===== config.mk =====
export PLATFORM = sky130hd
export DESIGN_NAME = plrs_cell
export DESIGN_NICKNAME = d
export VERILOG_FILES = /design/src/design/positional_list_with_run_scan_macros.svh /design/src/design/plrs_pkg.sv /design/src/design/plrs_cell.sv
export SDC_FILE = /design/constraint.sdc
export NUM_CORES = 1
export LEC_CHECK = 0
export BUFFER_PORTS_ARGS = -buffer_cell sky130_fd_sc_hd__buf_2
export CORE_AREA = 2 2 78 80
export CTS_CLUSTER_SIZE = 20
export DETAILED_ROUTE_END_ITERATION = 6
export DIE_AREA = 0 0 80 82
export MAX_ROUTING_LAYER = met4
export PLACE_DENSITY = 0.74
export RECOVER_POWER = 50
export SYNTH_ARGS = -nofsm -noshare
export SYNTH_HDL_FRONTEND = slang
export SYNTH_SLANG_ARGS = --single-unit

===== constraint.sdc =====
create_clock -name clk -period 3.5 [get_ports clk]
set_input_delay 0.525 -clock clk [delete_from_list [all_inputs] [get_ports clk]]
set_output_delay 0.525 -clock clk [all_outputs]
set_load 0.1 [all_outputs]

===== src/design/positional_list_with_run_scan_macros.svh =====
`ifndef POSITIONAL_LIST_WITH_RUN_SCAN_MACROS_SVH
`define POSITIONAL_LIST_WITH_RUN_SCAN_MACROS_SVH

// same-cycle implication, checked out of reset
`define PLRS_ASSERT_NOW(lbl, ante, cons) \
    lbl: assert property (@(posedge clk) disable iff (!rst_n) (ante) |-> (cons)) \
        else $error("assertion failed");

// next-cycle implication, checked out of reset
`define PLRS_ASSERT_NEXT(lbl, ante, cons) \
    lbl: assert property (@(posedge clk) disable iff (!rst_n) (ante) |=> (cons)) \
        else $error("assertion failed");

`endif


===== src/design/plrs_pkg.sv =====
package plrs_pkg;

    // fixed widths and defaults
    localparam int POS_W        = 7;
    localparam int MODE_W       = 3;
    localparam int CMD_W        = 13;
    localparam int DEPTH_DEF    = 64;
    localparam int DATA_W_DEF   = 32;

    // operation codes of the mode field
    typedef enum logic [MODE_W-1:0] {
        MODE_INSERT = 3'd0,
        MODE_REMOVE = 3'd1,
        MODE_READ   = 3'd2,
        MODE_SCAN   = 3'd3,
        MODE_CLEAR  = 3'd4
    } mode_t;

    // controller states
    typedef enum logic [1:0] {
        S_IDLE,
        S_BACK,
        S_EMIT
    } state_t;

    // operation broadcast along the chain
    typedef enum logic [1:0] {
        CELL_HOLD,
        CELL_INSERT,
        CELL_REMOVE
    } cell_op_t;

    typedef struct packed {
        cell_op_t           op;
        logic [CMD_W-1:0]   pos;
        logic [CMD_W-1:0]   cnt;
    } cell_cmd_t;

endpackage


===== src/design/plrs_cell.sv =====
module plrs_cell #(
    parameter int DATA_W = 32,
    parameter int DEPTH  = 64,
    parameter int INDEX  = 0
) (
    input  logic                clk,
    input  plrs_pkg::cell_cmd_t cmd,
    input  logic [DATA_W-1:0]   value,
    input  logic [DATA_W-1:0]   prev_entry,
    input  logic [DATA_W-1:0]   next_entry,
    output logic [DATA_W-1:0]   entry,
    output logic                inc
);
    import plrs_pkg::*;

    localparam int CNT_W = $clog2(DEPTH + 1);
    localparam logic [CNT_W:0] IDX = (CNT_W + 1)'(INDEX);

    logic [DATA_W-1:0] entry_reg;
    logic [DATA_W-1:0] entry_next;
    logic [CNT_W:0]    pos;
    logic [CNT_W:0]    cnt;

    assign pos = {1'b0, cmd.pos[CNT_W-1:0]};
    assign cnt = {1'b0, cmd.cnt[CNT_W-1:0]};

    // select own, neighbour or new value
    always_comb
    begin
        entry_next = entry_reg;
        case (cmd.op)
            CELL_INSERT:
            begin
                if (IDX == pos)
                    entry_next = value;
                else if (IDX > pos && IDX <= cnt)
                    entry_next = prev_entry;
            end
            CELL_REMOVE:
            begin
                if (IDX >= pos && IDX + 1'b1 < cnt)
                    entry_next = next_entry;
            end
            default:
                entry_next = entry_reg;
        endcase
    end

    always_ff @(posedge clk)
    begin
        entry_reg <= entry_next;
    end

    // signed rise from the left neighbour
    assign inc   = (INDEX != 0) && ($signed(prev_entry) < $signed(entry_reg));
    assign entry = entry_reg;

endmodule

* Word level (Yosys, flattened, before mapping) *
Cells that the tools add are included.
W data, S select, Z words.

cells by class
  shift operators = 0
  add/subtract/negate cells = 0
  muxes and demuxes = 4
  bitwise logic cells = 0
  eq/ne operators = 4
  div/mod/pow operators = 0
  $mul = 0
  reduce and logical (&&, ||, !) cells = 5
  order comparisons = 4

operator list
  kind                  number
  $mux W32              3
  $pmux W32 S2          1
  $logic_not A8 Y1      1
  $ge A1 B7 Y1 const A  1
  $gt A1 B7 Y1 const A  1
  $le A1 B7 Y1 const A  1
  $lt A1 B7 Y1 const A  1
  $ne A3 B3 Y1 const B  1
  $reduce_and A3 Y1     1
  $eq A2 B1 Y1 const B  1
  $eq A2 B2 Y1 const B  1
  $logic_and A1 B1 Y1   2
  $ne A2 B2 Y1 const B  1
  $reduce_bool A2 Y1    1

word-level totals
  bits of input ports = 125
  latch bits = 0
  bits in writable memories = 0
  memory bits (read-only) = 0
  word-level logic and storage cells = 18
  output and inout bits = 33
  memories kept = 0
  flip-flop bits (word level) = 32

* Logic depth before layout (Yosys ltp) *
Gate-level depths: netlist (run 1).

  depth in word-level cells = 5
  mapped depth = 5
  gate-level depth less buffers = 3

* Worst setup path before layout (run 1) *
Ideal clock, no wire load.

  kind = input port to flip-flop
  from = in cmd[17] in the netlist's numbering
  to = reg entry_reg[0] (netlist: entry[0]), enable pin
  data required time = 3.068 ns
  buffers on the path = 2
  setup slack = -0.110 ns
  library setup time = 0.432 ns
  arrival = 3.178 ns
  cell stages on the path = 5
  path through = or4_1 buf_2 or2_4 buf_6 a21oi_1

between the ends
  cells in the longest elaborated chain, start to end = 4
  elaborated cells on any way between the ends = 8
  classes of those cells = 2 x order compare; 2 x eq/ne; 4 x reduce/logical

ends and longest elaborated chain
  what                                                           line                              RTL
  from (decl)                                                    plrs_cell.sv:7                    input plrs_pkg::cell_cmd_t cmd,
  $gt A1 B7 Y1 / $ge A1 B7 Y1 (equally long branches)            plrs_cell.sv:36, plrs_cell.sv:41
  $logic_and A1 B1 Y1, on equally long branches                  plrs_cell.sv:36, plrs_cell.sv:41
  $ne A3 B3 Y1 (no line) / $ne A2 B2 Y1 (equally long branches)  --
  $reduce_and A3 Y1 (no line) (*)                                --
  to (signal assigned)                                           plrs_cell.sv:51                   entry_reg <= entry_next;
  to (decl)                                                      plrs_cell.sv:19                   logic [DATA_W-1:0] entry_reg;

Mark *: on every way between the ends. The rest lies on a longest branch, timed or not.
A chain may end at the register's enable or synchronous reset.

* Worst setup path after layout (run 1) *
  from = in cmd[26] in the netlist's numbering
  to = reg entry_reg[24] (netlist: entry[24]) (data pin)

between the ends
  cells in the longest elaborated chain, start to end = 2
  elaborated cells on any way between the ends = 3
  classes of those cells = 2 x eq/ne; 1 x mux

ends and longest elaborated chain
  what                                                 line             RTL
  $eq A2 B2 Y1 / $eq A2 B1 Y1 (equally long branches)  plrs_cell.sv:31  case (cmd.op)
  $pmux W32 S2 (*)                                     plrs_cell.sv:31
  named net entry_next[24]                             plrs_cell.sv:20  logic [DATA_W-1:0] entry_next;

The timed path passes the listed nets; every way through them passes the cells marked *.

==> metrics.cfg, run 1 <==
[grt]
grt_pass1_vias = 1795
antenna_found_initial = 0
grt_overflow = 0
grt_first_pass_wirelength_um = 7852
grt_usage_pct = 15.73
grt_max_degree = 65

[sta]
relSlewSlack_pct = -42.11
setup_ws_ps = 958.0
drv_slew = 78
hold_viol = 0
fin_crit_ps = 2542
fmax_mhz = 393.4
worst_slew_pin_slew_ps = 2132
setup_tns_ps = 0
grt_setup_unrepaired = no
finalSetupViolCount = 0
finalCritPeriodShare_pct = 72.63

[worst_setup_path]
crit_required_ps = 3610
worstPathMaxFanout = 64
critPathLaunchType = input pin
path_cells = clkbuf_1, nand2b_1, o211ai_1, o211ai_1
crit_type = in2reg
critPathSlowestCell = nand2b_1
crit_top_cell = o211ai_1
cpPeakStageDelay_ps = 1580
critPathArrivalTime_ps = 2650
crit_path_end_kind = flop

[yosys]
synth.avg_cell_area_um2 = 10.12
synthTopCellsByArea = edfxtp_1 49%, o211ai_2 12%, o211ai_1 8.0%
ys_seq_area_share_pct = 48.70
syn_area_um2 = 1973
yosysWarningCount = 0
synth_largest_area_cell = edfxtp_1
synth_top_area_share_pct = 48.70
synth_seq_cells = 32
ys_types = 21
synth_nets = 320
synthCells = 195

[clock_network]
root_buffer = clkbuf_8
cts_setup_buffers = 0
tritoncts = yes
cts_resized = 0
clk_pin_slew_ps = 70
cts.sinks = 32
cts_hold_buf = 0
htreeDepth = 2
cts.path.max_buffers = 2
cts_made_buffers = 5

[detailed_routing]
wl_per_cell_um = 13.29
vias = 1999
final_antenna_net_count = 0
drc = 0
wl_um = 5329
drt_iter0_drc = 133
post_drt_via_cell_ratio = 4.985
dr.pass1.iters = 4

[min_path]
hold_class = in2reg

[power_and_ir_drop]
cellPowerDensity_nw_per_um2 = 312.8
power_frac_comb_pct = 19.1
p_sw_share_pct = 25.13
power_frac_clock_pct = 31.0
peakVddDrop_mv = 0.1163
report.power.total_uw = 855.2
p_leak_uw = 0.001091
internal_power_uw = 640.3
pwr-share-seq_pct = 49.9
switchingPower_uw = 214.9

[floorplanning]
ios = 158
die_area_um2 = 6560
initial_utilization_pct = 34.34
die_h_um = 82
die_x_um = 80
coreArea_um2 = 5746
row_count = 28

[layout]
register_area_um2 = 960.9
largest_register_ffs = 32
area_growth_pct = 38.55
most-common-layout-cells = 110 x buf_2, 40 x nand2_1, 34 x clkbuf_1
n_fill_cell = 574
fin_cells = 401
drive_gt1_share_pct = 42.02
fin_nets = 451
multi_input_area_um2 = 897.1
final_core_util_pct = 47.58
mostFrequentLayoutCell = buf_2
antenna_cells = 0

[outcome]
outcome = finished, violations left
violations = capacitance limit, slew limit

[run]
drv_cap = 2

[placed_design]
dp_hpwl_um = 3881
portBuffers = 143
gp_congestion = 0.7301
place_inst = 394
dpl_worst_slack_ps = 980.4

-- critical path, delay by kind of cell --
kind / cells / cell delay [ps]
AO/OA/AOI/OAI: 2 / 440
buffers and inverters: 1 / 100
AND/OR/NAND/NOR: 1 / 1580
-- metal layers --
metal / up-vias / wire (µm) / GRT usage, %
met5: - / 0 / -
met3: 2 / 402 / 2.637
li1: 1006 / - / -
met4: 0 / 40 / 5.763
met1: 898 / 2137 / 17.84
met2: 93 / 2748 / 28.00
-- final timing paths --
path,depth (start not counted),startpoint,to
worst max-delay path,4,cmd[26],entry[24]
worst min-delay path,3,next_entry[6],entry[6]
-- final cells by class --
class / instances / share of cell area (%)
flip-flops and latches: 32 / 35.15
multi-input cells: 140 / 32.81
repair buffers: 147 / 25.77
well taps: 75 / 3.432
clock buffers: 6 / 2.654
clock inverters: 1 / 0.1831
-- cell usage after synthesis --
cell / count
nand2_1: 40
nor2b_1: 1
clkbuf_1: 19
a31oi_1: 12
or4_1: 2
buf_4: 1
nor2_1: 13
o211ai_1: 21
o31ai_1: 1
nand4b_1: 12
o21ai_0: 12
or2_4: 1
edfxtp_1: 32
or3_1: 1
buf_6: 2
conb_1: 1
a21oi_1: 1
nor4_1: 1
buf_2: 1
o211ai_2: 19
nand2b_1: 2
-- power groups by stage --
stage                     Clock (µW)  Combinational, µW  Sequential, µW
final                            265                163             427
after detailed placement           0                166             435
after global routing             294                182             427
after global placement             0                163             435
after CTS                        275                166             427
after floorplan                    0               83.1             445
-- kinds of logic after synthesis --
kind of cell | share of synthesized area [%]
AND/OR/NAND/NOR | 18.20
AO/OA/AOI/OAI | 27.52
flip-flops | 48.70
buffers and inverters | 5.390
other | 0.1901
-- per-stage QoR --
stage / hold slack (ps) / instance area, µm²
floorplan: 731.0 / 1977
global route: 524.0 / 2734
detailed placement: 822.0 / 2726
CTS: 526.4 / 2804
global placement: 817.1 / 2726
finish: 537.7 / 2734
Power figures use the tool's default switching activity.
==> run 2, diff against run 1 <==
--- a/config.mk
+++ b/config.mk
@@ -6,12 +6,12 @@
 export NUM_CORES = 1
 export LEC_CHECK = 0
 export BUFFER_PORTS_ARGS = -buffer_cell sky130_fd_sc_hd__buf_2
-export CORE_AREA = 2 2 78 80
+export CORE_AREA = 2 2 75 77
 export CTS_CLUSTER_SIZE = 20
 export DETAILED_ROUTE_END_ITERATION = 6
-export DIE_AREA = 0 0 80 82
+export DIE_AREA = 0 0 77 79
 export MAX_ROUTING_LAYER = met4
-export PLACE_DENSITY = 0.74
+export PLACE_DENSITY = 0.76
 export RECOVER_POWER = 50
 export SYNTH_ARGS = -nofsm -noshare
 export SYNTH_HDL_FRONTEND = slang
==> constraint.sdc (replaced) <==
create_clock -name clk -period 2.45 [get_ports clk]
set_input_delay 0.3675 -clock clk [delete_from_list [all_inputs] [get_ports clk]]
set_output_delay 0.3675 -clock clk [all_outputs]
set_load 0.1 [all_outputs]
==> run 2 against run 1 <==
Effect of this change: the run now ends clean; die area is 7.3% lower; count of clock-buffer cells in the layout stayed put; core utilization up 4.6 points; sequential power grew 43%; via count about the same; setup slack worse by 360 ps; routed wire length rose by 0.23%; first-iteration DRC count is 41% lower; non-clock buffer count is 5 higher; critical path type is now reg2out; critical endpoint is now entry[16]; largest cell class unchanged; highest routed layer unchanged.
==> metrics.cfg, run 2 (synthesis results as in run 1) <==
[worst_setup_path]
cp.buffers_inverters = 1  ; unchanged
critPathArrivalTime_ps = 1490  ; -1160 ps
critPathLaunchType = flop
crit_path_end_kind = primary output
path_cells = clkbuf_1
critPathTopFamily = buffers and inverters
critPathSlowestCell = clkbuf_1
cpPeakStageDelay_ps = 890  ; -690 ps
crit_type = reg2out
worstPathMaxFanout = 1  ; -98%
crit_required_ps = 2080  ; -1530 ps

[grt]
grt_usage_pct = 17.77  ; +2.0 points
grt_overflow = 0  ; unchanged
grt_pass1_vias = 1927  ; +7.4%
antenna_found_initial = 0  ; unchanged
grt_first_pass_wirelength_um = 8404  ; +7.0%
grt_max_degree = 33  ; -49%

[placed_design]
dp_hpwl_um = 4063  ; +4.7%
portBuffers = 143  ; unchanged
gp_congestion = 0.7488  ; +2.6%
dpl_worst_slack_ps = 386.8  ; -593.5 ps
place_inst = 396  ; +0.51%

[clock_network]
cts.path.max_buffers = 2  ; unchanged
cts_made_buffers = 5  ; unchanged
tritoncts = yes
cts_hold_buf = 0  ; unchanged
cts_setup_buffers = 0  ; unchanged
htreeDepth = 2  ; unchanged
root_buffer = clkbuf_8
clk_pin_slew_ps = 60  ; about the same
cts_resized = 0  ; unchanged
cts.sinks = 32  ; unchanged

[floorplanning]
initial_utilization_pct = 36.97  ; +2.6 points
die_area_um2 = 6083  ; -7.3%
die_h_um = 79  ; -3.7%
die_x_um = 77  ; -3.8%
ios = 158  ; unchanged
coreArea_um2 = 5338  ; -7.1%
row_count = 27  ; -3.6%

[power_and_ir_drop]
p_leak_uw = 0.001129  ; +3.5%
report.power.total_uw = 1212  ; +42%
peakVddDrop_mv = 0.1756  ; +51%
cellPowerDensity_nw_per_um2 = 434.9  ; +39%

[detailed_routing]
post_drt_via_cell_ratio = 4.963  ; -0.45%
drc = 0  ; unchanged
dr.pass1.iters = 4  ; unchanged
drt_iter0_drc = 79  ; -41%
wl_per_cell_um = 13.25  ; -0.27%
vias = 2000  ; +0.050%
wl_um = 5341  ; +0.23%
final_antenna_net_count = 0  ; unchanged

[sta]
grt_setup_unrepaired = no
hold_viol = 0  ; unchanged
drv_slew = 0  ; -100%
fmax_mhz = 538.5
setup_tns_ps = 0  ; unchanged
worst_slew_pin_slew_ps = 1215  ; -917.0 ps
fin_crit_ps = 1857
finalSetupViolCount = 0  ; unchanged
setup_ws_ps = 593.1  ; -364.9 ps
finalCritPeriodShare_pct = 75.79
hold_ws_ps = 382.2  ; -155.5 ps
relSlewSlack_pct = 19.37  ; +61 points

[layout]
antenna_cells = 0  ; unchanged
n_fill_cell = 529  ; -7.8%
fin_cells = 403  ; +0.50%
fin_nets = 456  ; +1.1%
mostFrequentLayoutCell = buf_2
drive_gt1_share_pct = 44.41  ; +2.4 points
largest_register_ffs = 32  ; unchanged
most-common-layout-cells = 110 x buf_2, 40 x nand2_1, 34 x clkbuf_1
area_growth_pct = 41.28

[outcome]
outcome = finished, final reports clean

[min_path]
hold_class = in2reg

[run]
drv_cap = 0  ; -2

==> run 2: per-stage QoR <==
| stage | area [µm²] | utilization, % |
|---|---|---|
| after floorplan | 1984 | - |
| after global placement | 2754 | 51.59 |
| after detailed placement | 2754 | 51.59 |
| after CTS | 2831 | 53.05 |
| after global routing | 2788 | 52.23 |
| final | 2788 | 52.23 |
==> run 2: final cells by class <==
type                    instances  area (µm²)  area share [%]
clock buffers                   6       72.57           2.603
flip-flops and latches         32       960.9           34.47
well taps                      72       90.09           3.232
multi-input cells             140       919.6           32.99
clock inverters                 1       5.005          0.1795
repair buffers                152       739.5           26.53
==> run 2: final timing paths <==
check            from   endpoint  cells after the start
min    next_entry[28]  entry[28]                      3
max         entry[16]  entry[16]                      1
==> run 2: where the power goes <==
| part | switching (µW) | internal (µW) |
|---|---|---|
| clock network | 171 | 193 |
| registers | 0.436 | 610 |
| logic | 124 | 114 |
==> run 2: per-layer routing <==
| metal | part of all wire, % | GRT usage, % |
|---|---|---|
| met2 | 50 | 31.23 |
| met1 | 41 | 19.78 |
| met3 | 7.8 | 3.977 |
| met5 | 0 | - |
| met4 | 1.6 | 7.143 |
